**src/rtl/core/eop_pkg.sv**
```systemverilog
// Shared types, codes and constants of the EXIF orientation parser.
package eop_pkg;

    localparam int SEG_BYTES = 65536;
    localparam int ADDR_W    = $clog2(SEG_BYTES);

    localparam logic [7:0]  MARK_PREFIX  = 8'hFF;
    localparam logic [7:0]  CODE_SOI     = 8'hD8;
    localparam logic [7:0]  CODE_EOI     = 8'hD9;
    localparam logic [7:0]  CODE_SOS     = 8'hDA;
    localparam logic [7:0]  CODE_APP1    = 8'hE1;
    localparam logic [7:0]  BO_MM        = 8'h4D;
    localparam logic [7:0]  BO_II        = 8'h49;
    localparam logic [7:0]  EXIF_E       = 8'h45;
    localparam logic [7:0]  EXIF_X       = 8'h78;
    localparam logic [7:0]  EXIF_I       = 8'h69;
    localparam logic [7:0]  EXIF_F       = 8'h66;
    localparam logic [7:0]  EXIF_PAD     = 8'h00;
    localparam logic [15:0] TAG_ORIENT   = 16'h0112;
    localparam logic [15:0] TIFF_MAGIC   = 16'd42;
    localparam logic [15:0] EXIF_MIN_LEN = 16'd14;
    localparam logic [15:0] LEN_MIN      = 16'd2;
    localparam logic [15:0] ENTRY_BYTES  = 16'd12;
    localparam logic [15:0] VALUE_OFS    = 16'd8;
    localparam logic [15:0] TIFF_BASE    = 16'd6;
    localparam logic [3:0]  ORIENT_DEF   = 4'd1;
    localparam logic [15:0] ORIENT_MAX   = 16'd8;

    typedef enum logic [14:0] {
        ST_SOI0  = 15'h0001,
        ST_SOI1  = 15'h0002,
        ST_MARK0 = 15'h0004,
        ST_MARK1 = 15'h0008,
        ST_LEN0  = 15'h0010,
        ST_LEN1  = 15'h0020,
        ST_SKIP  = 15'h0040,
        ST_STORE = 15'h0080,
        ST_DRAIN = 15'h0100,
        ST_RD0   = 15'h0200,
        ST_RD1   = 15'h0400,
        ST_RD2   = 15'h0800,
        ST_BOUND = 15'h1000,
        ST_ENTRY = 15'h2000,
        ST_EMIT  = 15'h4000
    } t_state;

    typedef enum logic [9:0] {
        S_EXIF0 = 10'h001,
        S_EXIF1 = 10'h002,
        S_EXIF2 = 10'h004,
        S_ORDER = 10'h008,
        S_MAGIC = 10'h010,
        S_OFF_A = 10'h020,
        S_OFF_B = 10'h040,
        S_COUNT = 10'h080,
        S_TAG   = 10'h100,
        S_VALUE = 10'h200
    } t_step;

    typedef struct packed {
        logic  load_marker;
        logic  load_len_hi;
        logic  load_len;
        logic  cnt_inc;
        logic  store_wr;
        logic  addr_zero;
        logic  addr_inc;
        logic  addr_ifd;
        logic  addr_base;
        logic  addr_value;
        logic  cap_b0;
        logic  set_order;
        logic  load_off_first;
        logic  load_off_second;
        logic  load_count;
        logic  entry_next;
        logic  res_init;
        logic  set_res;
        logic  emit_one;
        logic  emit_res;
        t_step step;
    } t_cmd;

    typedef struct packed {
        logic byte_ff;
        logic byte_d8;
        logic byte_end;
        logic len_lt2;
        logic len_eq2;
        logic marker_app1;
        logic cnt_done;
        logic seg_lt14;
        logic hdr_ok;
        logic order_ok;
        logic magic_ok;
        logic off_bad;
        logic entry_end;
        logic tag_match;
        logic out_free;
    } t_stat;

endpackage

```
**src/rtl/core/eop_ctrl.sv**
```systemverilog
// Controller: segment walk state machine and IFD0 scan sequencer.
module eop_ctrl (
    input  logic            i_clk,
    input  logic            i_rst_n,
    input  logic            i_valid,
    input  logic            i_last,
    output logic            o_ready,
    input  eop_pkg::t_stat  i_stat,
    output eop_pkg::t_cmd   o_cmd
);

    eop_pkg::t_state r_state, n_state;
    eop_pkg::t_step  r_step, n_step;
    logic            r_last, n_last;

    logic parse_st;
    logic fire;
    logic give;
    logic eval;
    logic rd2_seen;

    assign parse_st = (r_state == eop_pkg::ST_SOI0) || (r_state == eop_pkg::ST_SOI1)
                   || (r_state == eop_pkg::ST_MARK0) || (r_state == eop_pkg::ST_MARK1)
                   || (r_state == eop_pkg::ST_LEN0) || (r_state == eop_pkg::ST_LEN1)
                   || (r_state == eop_pkg::ST_SKIP) || (r_state == eop_pkg::ST_STORE)
                   || (r_state == eop_pkg::ST_DRAIN);
    assign o_ready  = parse_st && i_stat.out_free;
    assign fire     = i_valid && o_ready;
    assign rd2_seen = (r_state == eop_pkg::ST_RD2);

    always_comb begin
        n_state  = r_state;
        n_step   = r_step;
        n_last   = r_last;
        give     = 1'b0;
        eval     = 1'b0;
        o_cmd      = '0;
        o_cmd.step = r_step;

        unique case (r_state)
            eop_pkg::ST_SOI0: begin
                if (fire) begin
                    if (!i_stat.byte_ff) give = 1'b1;
                    else n_state = eop_pkg::ST_SOI1;
                end
            end
            eop_pkg::ST_SOI1: begin
                if (fire) begin
                    if (!i_stat.byte_d8) give = 1'b1;
                    else n_state = eop_pkg::ST_MARK0;
                end
            end
            eop_pkg::ST_MARK0: begin
                if (fire) begin
                    if (!i_stat.byte_ff) give = 1'b1;
                    else n_state = eop_pkg::ST_MARK1;
                end
            end
            eop_pkg::ST_MARK1: begin
                if (fire) begin
                    o_cmd.load_marker = 1'b1;
                    if (i_stat.byte_end) give = 1'b1;
                    else n_state = eop_pkg::ST_LEN0;
                end
            end
            eop_pkg::ST_LEN0: begin
                if (fire) begin
                    o_cmd.load_len_hi = 1'b1;
                    n_state = eop_pkg::ST_LEN1;
                end
            end
            eop_pkg::ST_LEN1: begin
                if (fire) begin
                    if (i_stat.len_lt2) begin
                        give = 1'b1;
                    end else begin
                        o_cmd.load_len = 1'b1;
                        if (!i_stat.marker_app1) begin
                            n_state = i_stat.len_eq2 ? eop_pkg::ST_MARK0 : eop_pkg::ST_SKIP;
                        end else if (i_stat.len_eq2) begin
                            give = 1'b1;
                        end else begin
                            n_state = eop_pkg::ST_STORE;
                        end
                    end
                end
            end
            eop_pkg::ST_SKIP: begin
                if (fire) begin
                    o_cmd.cnt_inc = 1'b1;
                    if (i_stat.cnt_done) n_state = eop_pkg::ST_MARK0;
                end
            end
            eop_pkg::ST_STORE: begin
                if (fire) begin
                    o_cmd.store_wr = 1'b1;
                    o_cmd.cnt_inc  = 1'b1;
                    if (i_stat.cnt_done) begin
                        if (i_stat.seg_lt14) begin
                            give = 1'b1;
                        end else begin
                            eval            = 1'b1;
                            o_cmd.res_init  = 1'b1;
                            o_cmd.addr_zero = 1'b1;
                            n_step  = eop_pkg::S_EXIF0;
                            n_state = eop_pkg::ST_RD0;
                            n_last  = i_last;
                        end
                    end
                end
            end
            eop_pkg::ST_DRAIN: begin
                // drop bytes until the file ends
            end
            eop_pkg::ST_RD0: begin
                o_cmd.addr_inc = 1'b1;
                n_state = eop_pkg::ST_RD1;
            end
            eop_pkg::ST_RD1: begin
                o_cmd.addr_inc = 1'b1;
                o_cmd.cap_b0   = 1'b1;
                n_state = eop_pkg::ST_RD2;
            end
            eop_pkg::ST_RD2: begin
                n_state = eop_pkg::ST_RD0;
                unique case (r_step)
                    eop_pkg::S_EXIF0: begin
                        if (!i_stat.hdr_ok) n_state = eop_pkg::ST_EMIT;
                        else n_step = eop_pkg::S_EXIF1;
                    end
                    eop_pkg::S_EXIF1: begin
                        if (!i_stat.hdr_ok) n_state = eop_pkg::ST_EMIT;
                        else n_step = eop_pkg::S_EXIF2;
                    end
                    eop_pkg::S_EXIF2: begin
                        if (!i_stat.hdr_ok) n_state = eop_pkg::ST_EMIT;
                        else n_step = eop_pkg::S_ORDER;
                    end
                    eop_pkg::S_ORDER: begin
                        if (!i_stat.order_ok) begin
                            n_state = eop_pkg::ST_EMIT;
                        end else begin
                            o_cmd.set_order = 1'b1;
                            n_step = eop_pkg::S_MAGIC;
                        end
                    end
                    eop_pkg::S_MAGIC: begin
                        if (!i_stat.magic_ok) n_state = eop_pkg::ST_EMIT;
                        else n_step = eop_pkg::S_OFF_A;
                    end
                    eop_pkg::S_OFF_A: begin
                        o_cmd.load_off_first = 1'b1;
                        n_step = eop_pkg::S_OFF_B;
                    end
                    eop_pkg::S_OFF_B: begin
                        o_cmd.load_off_second = 1'b1;
                        n_state = eop_pkg::ST_BOUND;
                    end
                    eop_pkg::S_COUNT: begin
                        o_cmd.load_count = 1'b1;
                        n_state = eop_pkg::ST_ENTRY;
                    end
                    eop_pkg::S_TAG: begin
                        if (i_stat.tag_match) begin
                            o_cmd.addr_value = 1'b1;
                            n_step = eop_pkg::S_VALUE;
                        end else begin
                            o_cmd.entry_next = 1'b1;
                            n_state = eop_pkg::ST_ENTRY;
                        end
                    end
                    eop_pkg::S_VALUE: begin
                        o_cmd.set_res = 1'b1;
                        n_state = eop_pkg::ST_EMIT;
                    end
                    default: begin
                        n_state = eop_pkg::ST_EMIT;
                    end
                endcase
            end
            eop_pkg::ST_BOUND: begin
                if (i_stat.off_bad) begin
                    n_state = eop_pkg::ST_EMIT;
                end else begin
                    o_cmd.addr_ifd = 1'b1;
                    n_step  = eop_pkg::S_COUNT;
                    n_state = eop_pkg::ST_RD0;
                end
            end
            eop_pkg::ST_ENTRY: begin
                if (i_stat.entry_end) begin
                    n_state = eop_pkg::ST_EMIT;
                end else begin
                    o_cmd.addr_base = 1'b1;
                    n_step  = eop_pkg::S_TAG;
                    n_state = eop_pkg::ST_RD0;
                end
            end
            eop_pkg::ST_EMIT: begin
                if (i_stat.out_free) begin
                    o_cmd.emit_res = 1'b1;
                    n_state = r_last ? eop_pkg::ST_SOI0 : eop_pkg::ST_DRAIN;
                end
            end
            default: begin
                n_state = eop_pkg::ST_DRAIN;
            end
        endcase

        // One result per file: at the deciding byte, or at the last byte.
        if (fire && !eval) begin
            if (i_last) begin
                if (r_state != eop_pkg::ST_DRAIN) o_cmd.emit_one = 1'b1;
                n_state = eop_pkg::ST_SOI0;
            end else if (give) begin
                o_cmd.emit_one = 1'b1;
                n_state = eop_pkg::ST_DRAIN;
            end
        end
    end

    always_ff @(posedge i_clk) begin
        if (!i_rst_n) begin
            r_state <= eop_pkg::ST_SOI0;
            r_step  <= eop_pkg::S_EXIF0;
            r_last  <= 1'b0;
        end else begin
            r_state <= n_state;
            r_step  <= n_step;
            r_last  <= n_last;
        end
    end

`ifndef SYNTHESIS
    a_emit_has_room: assert property (@(posedge i_clk) disable iff (!i_rst_n)
        (o_cmd.emit_one || o_cmd.emit_res) |-> i_stat.out_free)
        else $error("result issued while output register is held");

    a_no_take_in_scan: assert property (@(posedge i_clk) disable iff (!i_rst_n)
        (rd2_seen || (r_state == eop_pkg::ST_ENTRY) || (r_state == eop_pkg::ST_EMIT))
        |-> !o_ready)
        else $error("input taken during IFD scan");

    a_emit_ends_file: assert property (@(posedge i_clk) disable iff (!i_rst_n)
        o_cmd.emit_res |=> (r_state == eop_pkg::ST_SOI0) || (r_state == eop_pkg::ST_DRAIN))
        else $error("scan result not followed by drain or rearm");
`endif

endmodule

```
**config.mk**
```make
export PLATFORM = sky130hd
export DESIGN_NAME = eop_ctrl
export DESIGN_NICKNAME = d
export VERILOG_FILES = /design/src/rtl/core/eop_pkg.sv /design/src/rtl/core/eop_ctrl.sv
export SDC_FILE = /design/constraint.sdc
export NUM_CORES = 1
export LEC_CHECK = 0
export BUFFER_PORTS_ARGS = -buffer_cell sky130_fd_sc_hd__buf_2
export CORE_ASPECT_RATIO = 0.8
export CORE_UTILIZATION = 55
export CTS_BUF_LIST = sky130_fd_sc_hd__clkbuf_8
export DETAILED_ROUTE_END_ITERATION = 8
export PLACE_DENSITY_LB_ADDON = 0.1
export SLEW_MARGIN = 20
export SYNTH_ARGS = -nofsm -noshare
export SYNTH_HDL_FRONTEND = slang
export SYNTH_SLANG_ARGS = --single-unit
```
**constraint.sdc**
```tcl
create_clock -name i_clk -period 7.8 [get_ports i_clk]
set_input_delay 1.17 -clock i_clk [delete_from_list [all_inputs] [get_ports i_clk]]
set_output_delay 1.17 -clock i_clk [all_outputs]
set_load 0.01 [all_outputs]
```
==> impl.org, run 1 <==
** Synthesis
- Of the total synthesized cell area, the portion taken by XOR and XNOR cells is between 2 and 2.5%.
- Top-count cell post-synth :: nor2_1
- Prevailing post-synth register cell :: dfxtp_1
- Combinational family with the most area after synthesis :: simple AND/OR/NAND/NOR gates
- The number of nets in the synthesized netlist is about 310.
- The number of different library cells used by synthesis comes to between 60 and 70.
- The share of synthesized area in the top cell type comes to a little under a quarter.
- Sequential elements use about a quarter of the synthesized area.
- Synthesis inferred 26 register bits.
- After synthesis, the cell types taking the most area are dfxtp_1 (24%), nor2_1 (7.0%), a21oi_1 (4.3%).
- Summing the areas of all compound-gate instances in the mapped netlist gives between 10% and 20% of the synthesized area.
- EDFF count, synth :: 0
- Warnings, synthesis :: 0
- Averaged over all synthesized cells, the footprint is around 7.4 sq um.
- The portion of synthesized area spent on multiplexers is less than 1%.
- Post-synthesis share of cell area spent on and, or, nand and nor gates :: a little under half
- After synthesis the cells add up to about 2200 sq um.
- For this run, asynchronously set or reset flops after synthesis account for 0%.
- In the synthesized netlist, the number of instances is 295.
- Commonest cells in the netlist :: nor2_1 (41), dfxtp_1 (26), nand2_1 (22), a21oi_1 (19)
- After Yosys synthesis, full adders, half adders and majority gates account for 0% of the synthesized area.
- Dominant cell type by area after synthesis :: dfxtp_1

** Power and ir drop
- Power density over the cells :: 121 nW/um^2
- The analysis attributes to cell leakage a power of just over 1 nW.
- VDD sags by at most approximately 0.00011 V.
- Tot Pwr :: ~0.29 mW

** Clocking
- TritonCTS built the clock tree.
- Clock Sinks :: 26
- Clock transition at path regs :: approximately 0.1 ns
- Post-CTS timing repair inserted 0 buffers for setup.
- The number of gates resized after CTS was 0.
- TritonCTS created 3 clock buffers.
- Clock tree root buffer cell :: clkbuf_8
- In this run the number of H-tree levels came out at 1.
- Clock buffer depth :: 2
- Buffers inserted to repair hold after CTS numbered 0.
- The clock reaches the later pin of the worst-skew pair after around 0.28 ns.

** STA
- Clock Skews :: 0.0107 ns
- Setup repair after global routing missed its margin :: false
- In the finished design, the share of the clock period the worst path needs comes to between 50% and 60%.
- The worst pin sits at a relative slew slack of about half.
- At the pin with the least slew margin, the transition time is a little under 0.8 ns.
- Final TNS setup :: 0 ns
- The max-slew violation total from the final report was 0.
- Endpoints failing setup :: 0
- Post-layout worst setup margin :: 3.65 ns
- Final hold viol count :: 0
- Subtracting the final worst setup slack from the clock period gives between 4 and 5 ns.
- Achievable Freq :: between 200 and 250 MHz

** Finish
- Nets@finish :: ~350
- Final standard cell utilization of the core :: roughly 64%
- Once layout is complete, the cells apart from fillers number around 380.
- Fraction of layout cells with a size suffix above 1 :: between 20 and 25%
- The number of antenna diodes in the final layout is 0.
- Layout fillers :: between 300 and 400
- Relative to the synthesized area, the layout overhead comes to 11.0%.

** Flow run
- Maximum Capacitance Violations :: 0

** Routing
- After the first detailed-routing iteration, the DRC count stood at ~330.
- Average wire per cell in the routed design :: 15.9 microns
- Vias per std cell :: 6.17
- Via Count :: ~2,400
- DRC Markers :: 0
- The first detailed-routing pass ran for 5 iterations.
- The routed design has ~6 mm of wire.
- In this run the remaining antenna-violating nets after routing total 0.

** Die
- Count of pins on the block boundary :: 50
- Die area :: between 4000 and 5000 sq um
- Starting density of the core :: between 50% and 60%
- Die W :: between 70 and 80 microns
- The initialized floorplan defines 20 standard-cell rows.
- The region available for standard cell placement spans about 3800 sq um.
- Y dimension of the die :: slightly below 60 microns

** Global routing
- Pin count of the biggest net entering global routing :: 15
- First-pass GRT wire length :: between 9 and 10 mm
- Initial antenna violation count :: 0
- Global routing finished with a remaining overflow of 0.
- Via count of the first global-routing pass :: 1,902
- Total routing resource utilization after global routing :: approximately 30%

** Placement
- Including well taps, the total number of placed cells is 380.
- The congestion estimate from routability-driven global placement came to around 0.9.
- During placement, the flow inserted port buffers numbering 49.
- Summed over all nets, the half-perimeter wirelength after detailed placement is roughly 4.7 mm.
- Prior to clock tree synthesis, the placed netlist has a worst setup slack of about 4 ns.

** Setup path
- The worst setup path is launched from a flip-flop.
- Counting both buffers and inverters, the worst setup path holds a total of 2.
- Slowest cell on the critical path :: or4_1
- Along the worst path, the maximum fanout reaches 9.
- Required @ worst endpoint :: around 6.6 ns
- The worst setup path is of the flip-flop to output pin kind.
- The signal on the critical path passes through nor3_1 -> nand3_2 -> or4_1 -> a31oi_2 -> nand2_1 -> inv_1 -> buf_2.
- The kind of cell with the highest combined delay along the critical path is simple AND/OR/NAND/NOR gates.
- STA puts the critical path data arrival time at roughly 3 ns.
- In this design, the stage delay of the slowest critical-path cell is 0.64 ns.
- STA classifies the critical path endpoint as an output pin.

** Hold path
- Worst min-delay path category :: flip-flop to flip-flop

** Outcome
- The flow ran to the end, and the final reports show no timing, DRC or antenna violations.
-- cell usage in the layout (no fill, tap or decap), types with 5 or more instances in the layout --
master   instances
a21oi_1         19
a31oi_1          5
and2_1           5
buf_2           49
dfxtp_1         26
inv_1           11
nand2_1         22
nand3_1         11
nand4_1          7
nor2_1          41
nor2b_1         10
nor3_1          11
nor3b_1          7
nor4_1           7
o21ai_0          8
or4_1            5
-- worst min-delay path: stages (launching register included) --
cell      delay [ns]
dfxtp_1         0.37
nand2_1         0.07
a21boi_0        0.06
-- flip-flops by register name, indices dropped and copies added, names as in the netlist --
| name | cells |
|---|---|
| r_last | 1 |
| r_step | 10 |
| r_state | 15 |
-- cells by family after synthesis --
| family | Yosys count |
|---|---|
| AO/OA/AOI/OAI | 64 |
| XOR/XNOR | 6 |
| buffers and inverters | 30 |
| flip-flops | 26 |
| multiplexers | 2 |
| AND/OR/NAND/NOR | 167 |
-- worst paths after layout --
check                                         endpoint                   start  depth (start not counted)  slack (ns)
worst min-delay path               r_last$_SDFFE_PN0P_     r_last$_SDFFE_PN0P_                          2        0.53
worst max-delay path                         o_cmd[24]  r_state[12]$_SDFF_PN0_                          7        3.65
worst min register to register     r_last$_SDFFE_PN0P_     r_last$_SDFFE_PN0P_                          2        0.53
worst max register to register  r_step[8]$_SDFFE_PN0P_   r_state[1]$_SDFF_PN0_                          7        4.55
-- metrics by stage --
stage	hold WS (ns)	cell area [sq um]
after CTS	0.526	2440
after detailed placement	0.512	2390
final	0.534	2440
after floorplan	0.454	2190
after global routing	0.551	2440
after global placement	0.505	2390
-- layer usage --
layer / share of wire [%] / wire length [microns] / global-route usage, %
met4: 0.44 / 27 / 2.80
met1: 51 / 3110 / 51.1
met3: 9.2 / 561 / 4.79
met5: 0 / 0 / 0
met2: 39 / 2390 / 37.8
-- where the power goes --
part           switching [mW]  total [mW]  internal (mW)
registers             0.00463       0.139          0.135
logic                  0.0470      0.0760         0.0290
clock network          0.0439      0.0786         0.0347
total                  0.0955       0.294          0.198
-- area by class of cell --
type | instances | area, sq um | area share [%]
Inverter | 11 | 41.3 | 1.69
Multi-Input combinational cell | 239 | 1520 | 62.4
Timing Repair Buffer | 49 | 245 | 10.1
Tap cell | 55 | 68.8 | 2.82
Sequential cell | 26 | 520 | 21.4
Clock buffer | 3 | 41.3 | 1.69
Power figures use the tool's default switching activity.
==> run 2, diff against run 1 <==
- ABC_AREA: unset -> 1
- CORE_UTILIZATION: 55 -> 51
- clock period: 7.8 -> 3.7 ns (I/O delays scaled with it)
==> run 2 against run 1 <==
Compared with the run above: non-clock buffer count stayed put; flip-flop and latch count stayed put; sequential share of layout area is 0.95 points lower; clock power is 100% higher; combinational power grew to 3.3 times the previous value; worst setup slack worse by 2.9 ns; synthesized area is 3.2% higher; critical path depth is 5 higher; synthesized cell count is 30% higher.
==> impl.org, run 2 <==
** Outcome
- The flow ran to the end, and the final reports show no timing, DRC or antenna violations.

** Synthesis
- Among all cell types in the netlist, the one instantiated most often is nor2_1.
- Area share of the largest cell type after synthesis :: 23.0% (-0.73 points)
- Number of distinct library cells after synthesis :: 38 (-39%)
- The register area share after synthesis came to 23.0% (-0.73 points).
- In the synthesized netlist the dominant register cell turns out to be dfxtp_1.
- Synthesized netlist cell count :: 384 (+30%)
- Area of the mapped netlist :: 2260 sq um (+3.2%)
- Dominant cell type by area after synthesis :: dfxtp_1
- Net count after synthesis :: 403 (+28%)
- Counting instances in the post-synthesis netlist gives the leading cell types as nor2_1 (90), nand2_1 (73), inv_1 (60), nand3_1 (32), dfxtp_1 (26).
- The share of flip-flops with an asynchronous set or reset is 0% (unchanged).
- The total number of yosys warnings is 0 (unchanged).
- #FFs+latches synth :: 26 (unchanged)
- By area the synthesized netlist is led by dfxtp_1 (23%), nor2_1 (15%), nand2_1 (12%).
- Avg Synthesized Cell Area :: 5.90 sq um (-21%)
- The number of synthesized flops with an enable pin was 0 (unchanged).

** Clocking
- Total of cells resized after clock tree synthesis :: 0 (unchanged)
- CTS Hold Buffers Added :: 0 (unchanged)
- TritonCTS built the clock tree.
- Clock Sinks :: 26 (unchanged)
- The clock tree buffer depth was 2 (unchanged).
- The number of CTS-inserted buffers was 3 (unchanged).
- The H-tree depth is 1 (unchanged).
- Clock tree root buffer cell :: clkbuf_8
- The clock transition time at the flip-flop clock pins of the worst setup and hold paths came to 0.09 ns (about the same).
- The insertion delay of the later-clocked pin in the worst-skew pair is 0.27 ns (about the same).
- The number of buffers inserted by post-CTS setup repair was 0 (unchanged).

** Die
- The total I/O pin count was 50 (unchanged).
- Die area :: 4710 sq um (+11%)
- Count of standard-cell rows :: 21 (+5.0%)
- Starting density of the core :: 53.5% (-4.2 points)
- The area of the core was 4230 sq um (+11%).
- The width of the die came to 76.5 microns (+5.3%).
- Y dimension of the die :: 61.6 microns (+5.3%)

** Setup path
- Beginning of the critical path :: r_state[8]$_SDFF_PN0_
- Register-to-register setup slack :: 1.19 ns (-3.36 ns)
- The worst register-to-register path ends at r_step[4]$_SDFFE_PN0P_.
- The worst path arrival time came to 2.38 ns (-0.60 ns).
- The most critical setup path has its endpoint at o_cmd[13].
- The maximum fanout encountered on the critical timing path is 14 (+5).
- Depth of the worst register-to-register path :: 14 (+7)
- The startpoint identified for the worst register-to-register timing path is r_state[1]$_SDFF_PN0_.
- The required time at the worst-slack endpoint is 3.14 ns (-3.49 ns).
- Path type of the worst setup path :: flip-flop to output pin
- STA classifies the critical path endpoint as an output pin.
- Crit start category :: flip-flop

** Power and ir drop
- Internal portion of total power :: 0.432 mW (+120%)
- Leakage power :: 1.39 nW (+36%)
- Switching share of total power :: 38.2% (+5.7 points)
- The worst supply voltage drop on vdd came to 0.000183 V (+69%).
- Power dissipated by switching net loads :: 0.267 mW (+180%)
- The proportion of power drawn by flip-flops and latches came to 41.6% (-5.8 points).
- The cell area power density came to 274 nW/um^2 (+130%).
- The portion of total power attributed to combinational logic was 35.4% (+9.5 points).
- Share of total power in the clock network :: 22.9% (-3.8 points)

** Routing
- Total met3 wirelength after detailed routing :: 470 microns (-16%)
- The total via count in the routed design is 2,585 (+9.3%).
- The total routed wire length on the met1 layer was 3.37 mm (+8.6%).
- The count of unresolved DRC violations after routing came to 0 (unchanged).
- The routed length on met2 is 2.52 mm (+5.4%).
- The mean number of vias per cell came to 5.33 (-14%).
- The detail-routed net length per standard cell came to 13.2 microns (-17%).
- First drt pass iteration count :: 5 (unchanged)
- The detailed-route wire length came to 6.39 mm (+5.1%).
- Max layer used :: met4
- Detailed Route Iter0 Violations :: 260 (-22%)
- The antenna violation net count after detailed routing was 0 (unchanged).

** STA
- The sum of negative setup slack is 0 ns (unchanged).
- Based on the critical path, the design can be clocked at up to ~340 MHz.
- Clock Skews :: 0.00577 ns (-0.00488 ns)
- Worst Max-Slew Pin Slew :: 0.523 ns (-0.249 ns)
- The worst path needs about 3 ns of the cycle, external delays included.
- Number of pins with negative max-slew slack in the final report :: 0 (unchanged)
- Min Hold Slack :: 0.509 ns (-0.0251 ns)
- Endpoints failing setup :: 0 (unchanged)
- Share of the clock period used by the worst path :: between 70% and 80%
- Worst slew margin relative to its limit :: 65.0% (+17 points)
- Setup repair after global routing missed its margin :: false
- The number of failing hold endpoints at the final stage is 0 (unchanged).

** Hold path
- In this run the worst hold path is classified as flip-flop to flip-flop.

** Global routing
- The overall track demand over capacity in global routing was 27.6% (-2.1 points).
- Initial antenna violation count :: 0 (unchanged)
- Pin count of the biggest net entering global routing :: 16 (+1)
- The overflow left after global routing came to 0 (unchanged).
- The number of global-route vias before repair came to 2,040 (+7.3%).
- The first-pass GRT wire length came to 10.0 mm (+3.1%).

** Finish
- Top library cells by usage in the layout, fill and taps aside :: nor2_1 (90), nand2_1 (73), inv_1 (60)
- The final layout net count is 449 (+29%).
- Registers with the most flip-flops :: r_state (15), r_step (10), r_last (1)
- The final antenna diode count came to 0 (unchanged).
- The flip-flop count of the largest register after layout was 15 (unchanged).
- Ranked by flip-flop count, first place goes to r_state.
- Final standard cell utilization of the core :: 60.3% (-3.8 points)
- Fraction of layout cells with a size suffix above 1 :: 20.1% (-3.1 points)
- Compared with the post-synthesis result, the final layout area differs by 12.6%.
- Most common library cell in the layout ignoring fill and taps :: nor2_1

** Placement
- The count of buffers inserted at the top-level ports was 49 (unchanged).
- The placed wire-length estimate came to 5.23 mm (+11%).
- Final weighted congestion in routability-driven placement :: 0.885 (-2.0%)

** Flow run
- Maximum Capacitance Violations :: 0 (unchanged)
[run 2: worst min path at each step]
stage | startpoint | endpoint | cells past startpoint
after CTS | r_step[9]$_SDFFE_PN0P_ | r_step[9]$_SDFFE_PN0P_ | 2
after global routing | r_step[9]$_SDFFE_PN0P_ | r_step[9]$_SDFFE_PN0P_ | 2
after global placement | r_step[9]$_SDFFE_PN0P_ | r_step[9]$_SDFFE_PN0P_ | 2
after detailed placement | r_step[9]$_SDFFE_PN0P_ | r_step[9]$_SDFFE_PN0P_ | 2
final | r_step[9]$_SDFFE_PN0P_ | r_step[9]$_SDFFE_PN0P_ | 2
after floorplan | r_last$_SDFFE_PN0P_ | r_last$_SDFFE_PN0P_ | 2
[run 2: cell families after synthesis]
logic type	after synthesis	share of synthesized area, %
AOI/OAI and AO/OA	40	11.4
buffers and inverters	71	13.6
DFF	26	23.0
and+or+nand+nor	247	52.0
[run 2: cell type report]
class,count,area [sq um]
multi-input combinational,287,1440
clock buffer,3,41.3
inverter,63,236
fill,455,1680
timing repair buffer,49,245
tap,57,71.3
sequential,26,520
[run 2: power by group through the flow]
stage	logic [mW]	registers [mW]	clock network (mW)
finish	0.248	0.291	0.160
global route	0.274	0.292	0.176
detailed placement	0.245	0.297	0
CTS	0.245	0.291	0.165
floorplan	0.195	0.296	0
global placement	0.243	0.297	0
[run 2: metal layers]
metal | GRT usage, % | vias to the layer above
met5 | 0 | -
met3 | 4.44 | 4
met4 | 3.57 | 0
met2 | 39.6 | 104
met1 | 43.3 | 1157
li1 | - | 1320
[run 2: stage by stage]
stage / instances / instance area (sq um) / power (mW) / setup slack [ns]
4_1_cts: 485 / 2550 / 0.701 / 0.783
3_3_place_gp: 482 / 2510 / 0.540 / 1.21
5_1_grt: 485 / 2550 / 0.742 / 0.510
6_report: 485 / 2550 / 0.699 / 0.768
2_1_floorplan: 384 / 2260 / 0.491 / 1.35
3_5_place_dp: 482 / 2510 / 0.542 / 1.11
[run 2: worst max-delay path: stages, from the launching register on]
cell and delay (ns):
dfxtp_1 0.36, nor2_2 0.18, nand2_4 0.10, nor2_8 0.21, nand3_1 0.18, nand2_1 0.15, nor2_2 0.08, nand2_4 0.12
nand3_4 0.18, nor2_1 0.18, nand2_1 0.11, inv_1 0.12, buf_2 0.14
==> run 3, diff against run 2 <==
- clock period: 3.7 -> 2.6 ns (I/O delays scaled with it)
==> run 3 against run 2 <==
Compared with the run above: first-iteration DRC count shrank 6.5%; die area is the same; flip-flop and latch count is the same; non-clock buffer count grew 22; clock power grew 120%.
==> impl.org, run 3 (synthesis results as in run 2) <==
** Outcome
- The run finished with clean final reports.

** STA
- Clock Skews :: 0.0104 ns (+0.00458 ns)
- Setup repair after global routing missed its margin :: true
- The number of failing hold endpoints at the final stage was 0 (unchanged).
- Achievable Freq :: 389 MHz
- The sum of negative setup slack came to 0 ns (unchanged).
- Worst slew margin relative to its limit :: 73.1% (+8.1 points)
- Number of pins with negative max-slew slack in the final report :: 0 (unchanged)
- The hold slack came to 0.407 ns (-0.102 ns).
- Worst Max-Slew Pin Slew :: 0.400 ns (-0.123 ns)
- After layout, the worst path uses between 90% and 100% of the clock period.
- Clock period minus worst slack :: 2.57 ns
- The number of endpoints failing setup at the final stage came to 0 (unchanged).

** Finish
- The library cell used most frequently in the layout, excluding fill and tap cells, is nor2_1.
- Design Area, Final :: 2900 sq um (+14%)
- Fraction of layout cells with a size suffix above 1 :: 29.7% (+9.6 points)
- Compared with the post-synthesis result, the final layout area differs by 28.1%.
- Max reg flops :: 15 (unchanged)
- The final layout net count came to 471 (+4.9%).
- In the final layout, the registers with the most flip-flops are r_state (15), r_step (10), r_last (1).
- Count of non-filler cells in the finished layout :: 508 (+4.7%)
- The final antenna diode count came to 0 (unchanged).
- In the layout the commonest cells are nor2_1 (82), nand2_1 (67), inv_1 (59).
- More flip-flops sit in one register than any other, and that register is r_state.

** Clocking
- The clock sink count is 26 (unchanged).
- Clock buffer depth :: 2 (unchanged)
- Clock latency at the later pin of the worst-skew pair :: 0.28 ns (about the same)
- The clock transition time at the flip-flop clock pins of the worst setup and hold paths came to 0.10 ns (about the same).
- Clock buffer count from CTS :: 3 (unchanged)
- TritonCTS built the clock tree.
- The H-tree depth came to 1 (unchanged).
- Clock tree root buffer cell :: clkbuf_8
- The number of hold-repair buffers added at the cts stage was 0 (unchanged).

** Routing
- The mean number of vias per cell is 5.48 (+2.9%).
- The total via count in the routed design is 2,785 (+7.7%).
- The violation count after the first detailed-route iteration is 243 (-6.5%).
- DRC Markers :: 0 (unchanged)
- Average wire per cell in the routed design :: 14.2 microns (+7.9%)
- First drt pass iteration count :: 6 (+1)
- Total Wirelength :: 7.22 mm (+13%)
- Count of antenna-violating nets left after detailed routing :: 0 (unchanged)

** Setup path
- The worst path arrival time was 2.18 ns (-0.20 ns).
- Buffers and inverters on the worst path :: 2 (unchanged)
- The worst setup path is launched from a flip-flop.
- Worst reg2reg path startpoint :: r_state[8]$_SDFF_PN0_
- The critical path's largest stage delay is 0.38 ns (+0.02 ns).
- The slowest stage of the critical path belongs to the cell dfxtp_4.
- The setup slack of the most critical reg-to-reg path came to 0.11 ns (-1.08 ns).
- Path type of the worst setup path :: flip-flop to output pin
- CP delay by family, top :: simple AND/OR/NAND/NOR gates
- Depth of the worst register-to-register path :: 16 (+2)
- The critical path goes through nor2_4 -> nand2_4 -> nor2_8 -> buf_12 -> nand3_1 -> nand2_2 -> nor2_4 -> nand2_1 -> nand4_1 -> o21ai_1 -> nor2_2 -> o22a_1 -> buf_2.
- Required @ worst endpoint :: 2.21 ns (-0.93 ns)
- The maximum fanout encountered on the critical timing path was 5 (-9).
- STA classifies the critical path endpoint as an output pin.
- In this run the critical register-to-register path is captured at r_state[8]$_SDFF_PN0_.
- Counting stages on the worst path, the most repeated cell is nor2_4.

** Die
- The die footprint is 4710 sq um (unchanged).
- The area of the core is 4230 sq um (unchanged).
- Y dimension of the die :: 61.6 microns (unchanged)
- Die W :: 76.5 microns (unchanged)
- The total number of placement rows came to 21 (unchanged).
- Count of pins on the block boundary :: 50 (unchanged)
- Starting density of the core :: 53.5% (unchanged)

** Power and ir drop
- VDD IR-drop max :: 0.000259 V (+42%)
- The switching power is 0.464 mW (+74%).
- Logic pwr share :: 39.8% (+4.4 points)
- The internal power summed over all cells came to 0.809 mW (+87%).
- The total power after layout was 1.27 mW (+82%).
- Share of total power in the clock network :: 27.4% (+4.5 points)
- The switching share of total power came to 36.4% (-1.7 points).
- Power density over the cells :: 439 nW/um^2 (+60%)
- Sequential cell fraction of total power :: 32.7% (-8.9 points)
- Leakage power :: 1.54 nW (+11%)

** Hold path
- The number of cells on the worst hold path is 2 (unchanged).
- Worst min-delay path category :: input pin to flip-flop
- End point of the most critical hold path :: r_step[0]$_SDFFE_PN1P_
- Beginning of the worst hold path :: i_rst_n

** Placement
- The instance count after placement with tap cells included came to 487 (+1.0%).
- The placed wire-length estimate is 5.16 mm (-1.3%).
- Post-detailed-placement cell area :: 2550 sq um (+1.5%)
- Final weighted congestion in routability-driven placement :: 0.953 (+7.8%)
- The count of buffers inserted at the top-level ports came to 49 (unchanged).

** Global routing
- The first-pass GRT wire length came to 10.6 mm (+5.7%).
- The overflow left after global routing came to 0 (unchanged).
- The number of global-route vias before repair was 2,173 (+6.5%).
- The overall track demand over capacity in global routing is 28.8% (+1.2 points).
- The largest net degree at the start of global routing was 16 (unchanged).
- The initial antenna violation count came to 0 (unchanged).

** Flow run
- The number of maximum-capacitance constraint violations was 0 (unchanged).
[run 3: how the worst max path moves through the flow]
| stage | from | to | slack [ns] | cells past startpoint |
|---|---|---|---|---|
| floorplan | r_state[13]$_SDFF_PN0_ | o_cmd[13] | 0.42 | 13 |
| global placement | r_state[13]$_SDFF_PN0_ | o_cmd[24] | 0.29 | 12 |
| detailed placement | r_state[8]$_SDFF_PN0_ | o_cmd[24] | 0.18 | 12 |
| CTS | r_state[9]$_SDFF_PN0_ | o_cmd[11] | 0.00004 | 12 |
| global route | r_state[8]$_SDFF_PN0_ | o_cmd[11] | -0.06 | 15 |
| finish | r_state[8]$_SDFF_PN0_ | o_cmd[11] | 0.03 | 13 |
[run 3: metal layers]
| layer | up-vias | track usage (%) | part of all wire [%] |
|---|---|---|---|
| li1 | 1364 | - | - |
| met1 | 1212 | 43.9 | 46 |
| met2 | 182 | 41.7 | 41 |
| met3 | 27 | 5.48 | 10 |
| met4 | 0 | 5.49 | 2.5 |
| met5 | - | 0 | 0 |
[run 3: power groups by stage]
| stage | Clock [mW] | Combinational, mW | Sequential (mW) |
|---|---|---|---|
| after detailed placement | 0 | 0.356 | 0.423 |
| after CTS | 0.360 | 0.421 | 0.414 |
| after global routing | 0.374 | 0.542 | 0.419 |
| after global placement | 0 | 0.354 | 0.422 |
| after floorplan | 0 | 0.277 | 0.421 |
| final | 0.349 | 0.507 | 0.417 |
[run 3: metrics by stage]
| stage | util [%] | setup slack (ns) |
|---|---|---|
| 6_report | 68.6 | 0.0275 |
| 5_1_grt | 68.6 | -0.0617 |
| 4_1_cts | 64.2 | 0.0000424 |
| 3_5_place_dp | 60.2 | 0.180 |
| 3_3_place_gp | 60.2 | 0.292 |
| 2_1_floorplan | - | 0.416 |
[run 3: what timing repair did]
| action | in CTS | in global routing |
|---|---|---|
| buffers inserted | 7 | 10 |
| pin swaps | 4 | 13 |
| resized for setup | 7 | 33 |
| setup endpoints to repair | 3 | 10 |
[run 3: layout make-up]
type | count | area, sq um
inverters | 63 | 239
clock inverters | 1 | 30.0
multi-input cells | 287 | 1550
repair buffers | 71 | 439
well taps | 57 | 71.3
clock buffers | 3 | 41.3
flip-flops and latches | 26 | 534
fillers | 380 | 1330
